File: config.mk
export PLATFORM = sky130hd
export DESIGN_NAME = lct_header_parser_unit
export DESIGN_NICKNAME = d
export VERILOG_FILES = /design/src/hw/rtl/lhp_pkg.sv /design/src/hw/rtl/lhp_front.sv /design/src/hw/rtl/lhp_queue.sv /design/src/hw/rtl/lhp_back.sv /design/src/hw/rtl/lct_header_parser_unit.sv
export SDC_FILE = /design/constraint.sdc
export NUM_CORES = 2
export LEC_CHECK = 0
export ABC_AREA = 0
export BUFFER_PORTS_ARGS = -buffer_cell sky130_fd_sc_hd__buf_2
export CORE_AREA = 2 2 379 531
export CTS_BUF_LIST = sky130_fd_sc_hd__clkbuf_4
export CTS_CLUSTER_DIAMETER = 120
export DETAILED_ROUTE_END_ITERATION = 7
export DIE_AREA = 0 0 381 533
export GPL_ROUTABILITY_DRIVEN = 0
export SLEW_MARGIN = 10
export SYNTH_ARGS = -nofsm -noshare
export SYNTH_HDL_FRONTEND = slang
export SYNTH_SLANG_ARGS = --single-unit
File: constraint.sdc
create_clock -name clk -period 27.1 [get_ports clk]
set_clock_uncertainty 0.15 [all_clocks]
set_input_delay 1.355 -clock clk [delete_from_list [all_inputs] [get_ports clk]]
set_output_delay 1.355 -clock clk [all_outputs]
set_load 0.01 [all_outputs]
File: src/hw/rtl/lhp_pkg.sv
// Shared types and constants for the LCT header parser.
// No dependencies; imported by every module of the block.
package lhp_pkg;

  localparam int QueueDepth = 4;

  localparam logic [1:0] KIND_HDR   = 2'd0;
  localparam logic [1:0] KIND_EXT   = 2'd1;
  localparam logic [1:0] KIND_ERROR = 2'd2;

  localparam logic [1:0] CFG_ATSC3 = 2'd0;
  localparam logic [1:0] CFG_FDT   = 2'd1;
  localparam logic [1:0] CFG_CENC  = 2'd2;

  localparam logic [7:0] EXT_CC    = 8'd3;
  localparam logic [7:0] EXT_TOL48 = 8'd67;
  localparam logic [7:0] EXT_SEND_RATE   = 8'd128;
  localparam logic [7:0] EXT_FDT   = 8'd192;
  localparam logic [7:0] EXT_CONTENT_ENC = 8'd193;
  localparam logic [7:0] EXT_TOL24 = 8'd194;
  localparam logic [7:0] EXT_VARLEN_MAX = 8'd127;

  typedef enum logic [2:0] {
    PH_FIXED   = 3'b001,
    PH_WALK    = 3'b010,
    PH_PAYLOAD = 3'b100
  } phase_t;

  typedef struct packed {
    logic       win;
    logic [3:0] lo;
    logic [3:0] hi;
  } window_t;

  // One queue entry: header snapshot plus an optional record and an
  // optional trailing error record.
  typedef struct packed {
    logic        has_rec;
    logic        has_trunc;
    logic [1:0]  kind;
    logic [7:0]  ext_type;
    logic [63:0] ext_value;
    logic        last;
    logic [7:0]  code_point;
    logic [5:0]  status;
    logic [9:0]  header_bytes;
    logic [47:0] session_id;
    logic [63:0] object_low;
    logic [47:0] object_high;
    logic [31:0] sender_time;
    logic [31:0] residual_time;
  } entry_t;

  function automatic window_t ext_window(input logic [7:0] t);
    window_t w;
    w = '{win: 1'b1, lo: 4'd0, hi: 4'd0};
    case (t)
      EXT_CC:          begin w.lo = 4'd2; w.hi = 4'd9; end
      EXT_TOL48:       begin w.lo = 4'd2; w.hi = 4'd7; end
      EXT_SEND_RATE:   begin w.lo = 4'd2; w.hi = 4'd3; end
      EXT_FDT:         begin w.lo = 4'd0; w.hi = 4'd3; end
      EXT_CONTENT_ENC: begin w.lo = 4'd3; w.hi = 4'd3; end
      EXT_TOL24:       begin w.lo = 4'd1; w.hi = 4'd3; end
      default:   w.win = 1'b0;
    endcase
    return w;
  endfunction

endpackage

File: src/hw/rtl/lhp_front.sv
// Front end: takes packet bytes, tracks the header layout and builds queue entries.
// Depends on lhp_pkg.
module lhp_front import lhp_pkg::*; (
  input  logic        clk,
  input  logic        rst_n,
  input  logic        byte_take,
  input  logic [7:0]  packet_byte,
  input  logic        end_of_packet,
  input  logic        cfg_we,
  input  logic [1:0]  cfg_index,
  input  logic        cfg_data,
  output logic        push,
  output entry_t      push_entry
);

  logic        atsc_r, fdt_en_r, cenc_en_r;
  phase_t      phase_r, phase_nxt;
  logic [9:0]  bp_r, bp_nxt;
  logic [15:0] flag_r, flag_nxt;
  logic [9:0]  hlen_r, hlen_nxt;
  logic [63:0] acc_r, acc_nxt;
  logic [47:0] tsi_r, tsi_nxt;
  logic [63:0] tol_r, tol_nxt;
  logic [47:0] toh_r, toh_nxt;
  logic [31:0] sct_r, sct_nxt;
  logic [31:0] ert_r, ert_nxt;
  logic [7:0]  cp_r, cp_nxt;
  logic [9:0]  xstart_r, xstart_nxt;
  logic [7:0]  xtype_r, xtype_nxt;
  logic [9:0]  xlen_r, xlen_nxt;
  logic        fdt_r, fdt_nxt;

  logic [5:0]  a_end, tsi_len, toi_len, k_end, fix_len;
  logic [9:0]  rel, sh;
  logic [10:0] x_end;
  logic        abort;
  window_t     w;
  logic        has_rec, has_trunc, last;
  logic [1:0]  kind;
  logic [63:0] ev;

  always_ff @(posedge clk) begin
    if (!rst_n) begin
      atsc_r    <= 1'b0;
      fdt_en_r  <= 1'b0;
      cenc_en_r <= 1'b0;
    end else if (cfg_we) begin
      case (cfg_index)
        CFG_ATSC3: atsc_r    <= cfg_data;
        CFG_FDT:   fdt_en_r  <= cfg_data;
        CFG_CENC:  cenc_en_r <= cfg_data;
        default: ;
      endcase
    end
  end

  always_comb begin
    a_end   = 6'd8 + {2'b0, flag_r[11:10], 2'b0};
    tsi_len = {3'b0, flag_r[7], 2'b0} + {4'b0, flag_r[4], 1'b0};
    toi_len = {2'b0, flag_r[6:5], 2'b0} + {4'b0, flag_r[4], 1'b0};
    k_end   = a_end + tsi_len + toi_len;
    fix_len = k_end + {3'b0, flag_r[3], 2'b0} + {3'b0, flag_r[2], 2'b0};
  end

  always_comb begin
    phase_nxt = phase_r; bp_nxt = bp_r; flag_nxt = flag_r; hlen_nxt = hlen_r;
    acc_nxt = acc_r; tsi_nxt = tsi_r; tol_nxt = tol_r; toh_nxt = toh_r;
    sct_nxt = sct_r; ert_nxt = ert_r; cp_nxt = cp_r; xstart_nxt = xstart_r;
    xtype_nxt = xtype_r; xlen_nxt = xlen_r; fdt_nxt = fdt_r;
    has_rec = 1'b0; has_trunc = 1'b0; kind = KIND_HDR; last = 1'b0; ev = '0;
    rel = bp_r - xstart_r; abort = 1'b0; w = ext_window(xtype_r); sh = '0;
    x_end = '0;
    if (byte_take) begin
      unique case (phase_r)
        PH_FIXED: begin
          bp_nxt = bp_r + 10'd1;
          if (bp_r == 10'd0) begin
            hlen_nxt = '0; acc_nxt = '0; tsi_nxt = '0; tol_nxt = '0; toh_nxt = '0;
            sct_nxt = '0; ert_nxt = '0; cp_nxt = '0; xstart_nxt = '0;
            xtype_nxt = '0; xlen_nxt = '0; fdt_nxt = 1'b0;
            flag_nxt = {packet_byte, 8'h00};
          end else if (bp_r == 10'd1) begin
            flag_nxt = {flag_r[15:8], packet_byte};
          end else if (bp_r == 10'd2) begin
            hlen_nxt = {packet_byte, 2'b00};
          end else if (bp_r == 10'd3) begin
            cp_nxt = packet_byte;
          end else begin
            if (bp_r < {4'b0, a_end}) begin
            end else if (bp_r < {4'b0, a_end + tsi_len}) begin
              tsi_nxt = {tsi_r[39:0], packet_byte};
            end else if (bp_r < {4'b0, k_end}) begin
              toh_nxt = {toh_r[39:0], tol_r[63:56]};
              tol_nxt = {tol_r[55:0], packet_byte};
            end else if (flag_r[3] && bp_r < {4'b0, k_end + 6'd4}) begin
              sct_nxt = {sct_r[23:0], packet_byte};
            end else if (flag_r[2]) begin
              ert_nxt = {ert_r[23:0], packet_byte};
            end
            if (bp_r + 10'd1 == {4'b0, fix_len}) begin
              has_rec = 1'b1;
              if (hlen_r > {4'b0, fix_len}) begin
                xstart_nxt = {4'b0, fix_len}; xlen_nxt = '0; phase_nxt = PH_WALK;
              end else begin
                phase_nxt = PH_PAYLOAD; last = 1'b1;
              end
            end
          end
        end
        PH_WALK: begin
          bp_nxt = bp_r + 10'd1;
          if (rel == 10'd0) begin
            xtype_nxt = packet_byte; acc_nxt = '0;
            xlen_nxt = (packet_byte > EXT_VARLEN_MAX) ? 10'd4 : 10'd0;
          end else if (rel == 10'd1 && xtype_r <= EXT_VARLEN_MAX) begin
            xlen_nxt = {packet_byte, 2'b00};
            if (packet_byte == 8'd0) abort = 1'b1;
          end
          x_end = {1'b0, xstart_r} + {1'b0, xlen_nxt};
          if (!abort && (rel == 10'd0 || rel == 10'd1) && xlen_nxt != 10'd0 &&
              x_end > {1'b0, hlen_r}) begin
            abort = 1'b1;
          end
          if (abort) begin
            has_rec = 1'b1; kind = KIND_ERROR; last = 1'b1; phase_nxt = PH_PAYLOAD;
          end else begin
            w = ext_window(xtype_nxt);
            if (w.win && rel >= {6'b0, w.lo} && rel <= {6'b0, w.hi}) begin
              acc_nxt = {acc_nxt[55:0], packet_byte};
            end
            if (xlen_nxt != 10'd0 && {1'b0, rel} + 11'd1 == {1'b0, xlen_nxt}) begin
              has_rec = 1'b1; kind = KIND_EXT;
              ev = {54'b0, xlen_nxt};
              if (w.win) begin
                if (xlen_nxt < {6'b0, w.hi} + 10'd1) begin
                  sh = {6'b0, w.hi} + 10'd1 - xlen_nxt;
                end
                ev = acc_nxt << {sh[2:0], 3'b000};
                if (xtype_nxt == EXT_FDT) begin
                  if (fdt_en_r) begin
                    ev = {40'b0, ev[23:0]}; fdt_nxt = 1'b1;
                  end else begin
                    ev = {54'b0, xlen_nxt};
                  end
                end else if (xtype_nxt == EXT_CONTENT_ENC && !cenc_en_r) begin
                  ev = {54'b0, xlen_nxt};
                end
              end
              if (x_end >= {1'b0, hlen_r}) begin
                phase_nxt = PH_PAYLOAD; last = 1'b1;
              end else begin
                xstart_nxt = x_end[9:0]; xlen_nxt = '0;
              end
            end
          end
        end
        PH_PAYLOAD: ;
        default: ;
      endcase
      if (end_of_packet) begin
        if (phase_nxt != PH_PAYLOAD) has_trunc = 1'b1;
        phase_nxt = PH_FIXED;
        bp_nxt = '0;
      end
    end
  end

  always_comb begin
    push = has_rec | has_trunc;
    push_entry.has_rec       = has_rec;
    push_entry.has_trunc     = has_trunc;
    push_entry.kind          = kind;
    push_entry.ext_type      = (kind == KIND_EXT) ? xtype_nxt : 8'd0;
    push_entry.ext_value     = ev;
    push_entry.last          = last;
    push_entry.code_point    = cp_nxt;
    push_entry.status        = {fdt_nxt, atsc_r & flag_nxt[9], flag_nxt[2],
                                flag_nxt[3], flag_nxt[0], flag_nxt[1]};
    push_entry.header_bytes  = hlen_nxt;
    push_entry.session_id    = tsi_nxt;
    push_entry.object_low    = tol_nxt;
    push_entry.object_high   = toh_nxt;
    push_entry.sender_time   = sct_nxt;
    push_entry.residual_time = ert_nxt;
  end

  always_ff @(posedge clk) begin
    if (!rst_n) begin
      phase_r <= PH_FIXED; bp_r <= '0; flag_r <= '0; hlen_r <= '0; acc_r <= '0;
      tsi_r <= '0; tol_r <= '0; toh_r <= '0; sct_r <= '0; ert_r <= '0; cp_r <= '0;
      xstart_r <= '0; xtype_r <= '0; xlen_r <= '0; fdt_r <= 1'b0;
    end else begin
      phase_r <= phase_nxt; bp_r <= bp_nxt; flag_r <= flag_nxt; hlen_r <= hlen_nxt;
      acc_r <= acc_nxt; tsi_r <= tsi_nxt; tol_r <= tol_nxt; toh_r <= toh_nxt;
      sct_r <= sct_nxt; ert_r <= ert_nxt; cp_r <= cp_nxt; xstart_r <= xstart_nxt;
      xtype_r <= xtype_nxt; xlen_r <= xlen_nxt; fdt_r <= fdt_nxt;
    end
  end

endmodule

File: src/hw/rtl/lhp_queue.sv
// Short entry queue between the front end and the record emitter.
// Depends on lhp_pkg.
module lhp_queue import lhp_pkg::*; #(
  parameter int Depth = QueueDepth
) (
  input  logic   clk,
  input  logic   rst_n,
  input  logic   push,
  input  entry_t push_entry,
  input  logic   pop,
  output logic   full,
  output logic   empty,
  output entry_t head
);

  localparam int PtrW = (Depth > 1) ? $clog2(Depth) : 1;
  localparam int CntW = $clog2(Depth + 1);

  entry_t            mem_r [Depth];
  logic [PtrW-1:0]   wp_r, rp_r;
  logic [CntW-1:0]   cnt_r;

  assign full  = (cnt_r == CntW'(Depth));
  assign empty = (cnt_r == '0);
  assign head  = mem_r[rp_r];

  always_ff @(posedge clk) begin
    if (push) mem_r[wp_r] <= push_entry;
  end

  always_ff @(posedge clk) begin
    if (!rst_n) begin
      wp_r <= '0; rp_r <= '0; cnt_r <= '0;
    end else begin
      if (push) wp_r <= (wp_r == PtrW'(Depth - 1)) ? '0 : wp_r + 1'b1;
      if (pop)  rp_r <= (rp_r == PtrW'(Depth - 1)) ? '0 : rp_r + 1'b1;
      if (push && !pop) cnt_r <= cnt_r + 1'b1;
      else if (pop && !push) cnt_r <= cnt_r - 1'b1;
    end
  end

endmodule

File: src/hw/rtl/lhp_back.sv
// Record emitter: expands queue entries into one or two output records.
// Depends on lhp_pkg.
module lhp_back import lhp_pkg::*; (
  input  logic   clk,
  input  logic   rst_n,
  input  logic   q_empty,
  input  entry_t q_head,
  output logic   pop,
  input  logic   out_stall,
  output logic   out_valid,
  output entry_t cur,
  output logic   show_error
);

  logic   valid_r;
  entry_t cur_r;
  logic   trunc_r;
  logic   take, final_rec;

  assign take      = valid_r && !out_stall;
  assign final_rec = trunc_r || !cur_r.has_trunc;
  assign pop       = !q_empty && (!valid_r || (take && final_rec));

  always_ff @(posedge clk) begin
    if (pop) cur_r <= q_head;
  end

  always_ff @(posedge clk) begin
    if (!rst_n) begin
      valid_r <= 1'b0; trunc_r <= 1'b0;
    end else if (pop) begin
      valid_r <= 1'b1; trunc_r <= !q_head.has_rec;
    end else if (take) begin
      // advance to the trailing error record, or drop the entry
      if (final_rec) valid_r <= 1'b0;
      else trunc_r <= 1'b1;
    end
  end

  assign out_valid  = valid_r;
  assign cur        = cur_r;
  assign show_error = trunc_r;

endmodule

File: src/hw/rtl/lct_header_parser_unit.sv
// LCT header parser top level: front end, entry queue, record emitter.
// A byte's records pass through the entry queue and then the emitter's output register.
// Throughput: one byte per cycle while the entry queue is not full; a byte ending in both
// a record and an error record gives two output records, absorbed by the entry queue.
// Reset (rst_n low, synchronous) clears registers, queue and parser state.
module lct_header_parser_unit import lhp_pkg::*; #(
  parameter int QDepth = QueueDepth
) (
  input  logic        clk,
  input  logic        rst_n,
  input  logic        in_valid,
  output logic        in_stall,
  input  logic [7:0]  in_packet_byte,
  input  logic        in_end_of_packet,
  output logic        out_valid,
  input  logic        out_stall,
  output logic [1:0]  out_record_kind,
  output logic [7:0]  out_code_point,
  output logic [5:0]  out_status_flags,
  output logic [9:0]  out_header_bytes,
  output logic [47:0] out_session_id,
  output logic [63:0] out_object_id_low,
  output logic [47:0] out_object_id_high,
  output logic [31:0] out_sender_time_ms,
  output logic [31:0] out_residual_time_ms,
  output logic [7:0]  out_extension_type,
  output logic [63:0] out_extension_value,
  output logic        out_last_of_header,
  input  logic        cfg_valid,
  output logic        cfg_ready,
  input  logic [1:0]  cfg_index,
  input  logic        cfg_data
);

  logic   q_full, q_empty, push, pop, take, show_error;
  entry_t push_entry, head, cur;

  assign in_stall  = q_full;
  assign take      = in_valid && !q_full;
  assign cfg_ready = 1'b1;

  lhp_front u_front (
    .clk, .rst_n,
    .byte_take     (take),
    .packet_byte   (in_packet_byte),
    .end_of_packet (in_end_of_packet),
    .cfg_we        (cfg_valid && cfg_ready),
    .cfg_index, .cfg_data,
    .push, .push_entry
  );

  lhp_queue #(.Depth(QDepth)) u_queue (
    .clk, .rst_n, .push, .push_entry, .pop,
    .full (q_full), .empty (q_empty), .head
  );

  lhp_back u_back (
    .clk, .rst_n, .q_empty, .q_head (head), .pop,
    .out_stall, .out_valid, .cur, .show_error
  );

  assign out_record_kind      = show_error ? KIND_ERROR : cur.kind;
  assign out_code_point       = cur.code_point;
  assign out_status_flags     = cur.status;
  assign out_header_bytes     = cur.header_bytes;
  assign out_session_id       = cur.session_id;
  assign out_object_id_low    = cur.object_low;
  assign out_object_id_high   = cur.object_high;
  assign out_sender_time_ms   = cur.sender_time;
  assign out_residual_time_ms = cur.residual_time;
  assign out_extension_type   = show_error ? 8'd0 : cur.ext_type;
  assign out_extension_value  = show_error ? 64'd0 : cur.ext_value;
  assign out_last_of_header   = show_error ? 1'b1 : cur.last;

endmodule

==> out/results.tsv <==
stage	metric	value	unit
routing	drt drc	4	
critical_path	CP max-delay cell	nand3_1	
placed_design	Post-Place Worst Slack	15.31	ns
timing	PnR worst setup slack	15.34	ns
worst_hold_path	hold_sp	cfg_data	
timing	Slew HR	0.1624	
clocking	hold buffer count at cts	0	
timing	final period utilization	0.4339	
final_layout	share of cells above drive strength 1	0.2825	
clocking	number of setup buffers added after CTS	0	
grt	busiest grt layer	met2	
critical_path	reg2reg start	u_front.bp_r[4]	
power_and_ir_drop	Peak supply drop	0.1054	mV
routing	drt pass-1 iters	8	
grt	Remaining Overflow, GRT	0	
run	max-cap violations	0	
logic_synthesis	Yosys top cell by area	edfxtp_1	
placed_design	DP HPWL	119800	um
final_layout	Syn-to-layout area delta	11.55	%
die	Die Area	203100	sq um
routing	routed vias	43260	
critical_path	Worst Path Required	27.75	ns
final_layout	FF/Latch Area	56240	sq um
die	IO Pins	343	
grt	largest net degree at the start of global routing	143	
placed_design	Post-DP Area	81730	sq um
grt	met1 usage in global routing	0.2340	
clocking	Resize count post-CTS	0	
timing	min cycle time layout	11.76	ns
clocking	Worst-path clk slew	0.08	ns
timing	RSZ-0062 raised after global routing	false	
logic_synthesis	largest family of logic cells by synthesized area	multiplexers	
die	Initial Util	0.3975	
clocking	Worst-Skew Late Latency	1.25	ns
die	die width	381	um
worst_hold_path	worst hold path class	in2reg	
critical_path	crit path DAT	12.40	ns
logic_synthesis	Synth warnings	0	
final_layout	Multi-input gate area	19660	sq um
final_layout	fin util	0.4434	
grt	initial antenna violation count	19	
power_and_ir_drop	Leak	30.36	nW
logic_synthesis	#FFs+latches synth	1997	
die	CORE AREA	198600	sq um
placed_design	Port Buf Inserts	341	
critical_path	kind of critical path	reg2reg	
logic_synthesis	adder-cell area share of the yosys netlist	0.01468	
grt	GR Util met2	0.3161	
critical_path	Largest stage delay, worst path	0.87	ns
logic_synthesis	register area share after synthesis	0.7125	
logic_synthesis	Primary FF master, synth	edfxtp_1	
clocking	CTS sink count	1997	
clocking	H-tree lvl count	5	
logic_synthesis	top-count cell post-synth	edfxtp_1	
logic_synthesis	most frequent cells after synthesis	edfxtp_1 (1624), dfxtp_1 (373), mux4_2 (325)	
logic_synthesis	Net Count, Synth	4836	
routing	WL final	193900	um
routing	DRT iter0 DRCs	3409	
critical_path	Critical Path Fanout Max	123	
timing	TNS Setup	0	ns
die	FP Rows	194	
logic_synthesis	post-synthesis compound-gate area fraction	0.06386	
logic_synthesis	Synth Area per Inst	16.69	sq um
final_layout	Finished Cell Area	88040	sq um
grt	met3 Use GR	0.03913	
clocking	root buffer selected by CTS	clkbuf_4	
timing	actual slew at the worst max-slew pin	1.254	ns
final_layout	post-layout net count	5204	
logic_synthesis	cell count after synthesis	4730	
clocking	TritonCTS clock tree	done	
routing	DR WL/cell	23.79	um
logic_synthesis	ys async rst share	0	
routing	ANT nets after route	0	
logic_synthesis	post-synthesis mux area share	0.1004	
logic_synthesis	Netlist cell types	84	
final_layout	Filler cells	17760	
logic_synthesis	xor-xnor portion of the synthesized cell area	0.004550	
logic_synthesis	synth top area cells	edfxtp_1 (62%), dfxtp_1 (9.5%), mux4_2 (9.3%)	
critical_path	CP Launch Point	u_front.bp_r[4]	
timing	Achievable Freq	85.05	MHz
outcome	failing checks	design-rule violations	
timing	final setup fails	0	
logic_synthesis	synthesized area	78930	sq um
logic_synthesis	top cell type's share of synthesized area	0.6179	
clocking	CTS buffer count	471	
critical_path	CP endpoint kind	register	
die	chip height	533	um
logic_synthesis	Synth Area in Simple Gates	0.06422	
critical_path	crit path launch type	register	
logic_synthesis	EDFF count, synth	1624	
outcome	status	finished with violations	
routing	Vias/cell	5.307	
timing	Final Hold Viols	0	
power_and_ir_drop	Power Total	8.665	mW
power_and_ir_drop	cell area power density	98.41	nW/um^2
grt	vias in the first global route	44360	
grt	first-pass GRT wire length	286300	um
timing	Slew Limit Fails	0	
clocking	clk buf depth	4	
grt	GRT Total Usage	0.1873	
==> critical path, delay by kind of cell (launching register included) <==
| family | cells | cell delay (ns) |
|---|---|---|
| AO/OA/AOI/OAI | 11 | 2.70 |
| XOR/XNOR | 1 | 0.26 |
| adder cells (fa/ha/maj) | 3 | 0.99 |
| buffers and inverters | 4 | 2.45 |
| flip-flops | 1 | 0.63 |
| AND/OR/NAND/NOR | 13 | 3.86 |
==> final cells by class <==
class	instances	share of cell area
diodes	8	0.0002274
clock buffers	717	0.06114
clock inverters	155	0.01032
inverters	74	0.003269
multi-input cells	2150	0.2233
flip-flops and latches	1997	0.6388
well taps	2646	0.03760
repair buffers	404	0.02540
==> layout by cell type (no fill, tap or decap), types with 59 or more instances in the layout <==
cell type and n:
a22o_1 205, a22oi_1 92, and2_1 232, buf_2 340, buf_4 59, clkbuf_4 717
clkinv_1 109, dfxtp_1 370, edfxtp_1 1624, ha_1 83, inv_1 71, mux4_2 325
nand2_1 96, nor2_1 306, nor2b_1 94, nor3_1 64
==> sequential cells by signal (all words and copies together), names as in the netlist, 10 cells and up, named ones only <==
name and flops:
u_front.xlen_r 10, u_front.hlen_r 10, u_queue.mem_r 1300, u_front.toh_r 48, u_front.tsi_r 48, u_front.flag_r 11
u_front.sct_r 32, u_front.xstart_r 10, u_front.tol_r 64, u_front.bp_r 10, u_back.cur 324, u_front.acc_r 64
u_front.ert_r 32
==> final timing paths <==
path,to,slack (ns),cells past startpoint
worst max register to register,u_queue.mem_r[3][2],15.34,32
worst max-delay path,u_queue.mem_r[3][2],15.34,32
worst min-delay path,u_front.cenc_en_r,0.24,3
worst min register to register,u_front.xlen_r[9],0.33,2
==> through the flow <==
stage,instances,hold WS [ns]
floorplan,4730,0.2941
global placement,7271,0.3128
detailed placement,7271,0.3168
CTS,8143,0.08635
global route,8149,0.1138
finish,8151,0.2431
==> layer usage <==
metal  routed length [um]  part of all wire  up-vias
met1                77200              0.40    21890
met4                 7187             0.037       18
met5                  130           0.00067        -
li1                     -                 -    19250
met2                97090              0.50     1681
met3                12290             0.063      421
==> cell families after synthesis <==
logic type	after synthesis
flops	1997
xor+xnor	41
other cells	1
simple gates	981
compound gates	653
buf+inv	583
mux	385
fa+ha+maj	89
==> power breakdown <==
| part | internal (mW) | switching [mW] |
|---|---|---|
| Combinational | 0.780 | 1.27 |
| Clock | 1.30 | 1.18 |
| Sequential | 3.93 | 0.206 |
(Power assumes the default switching activity.)
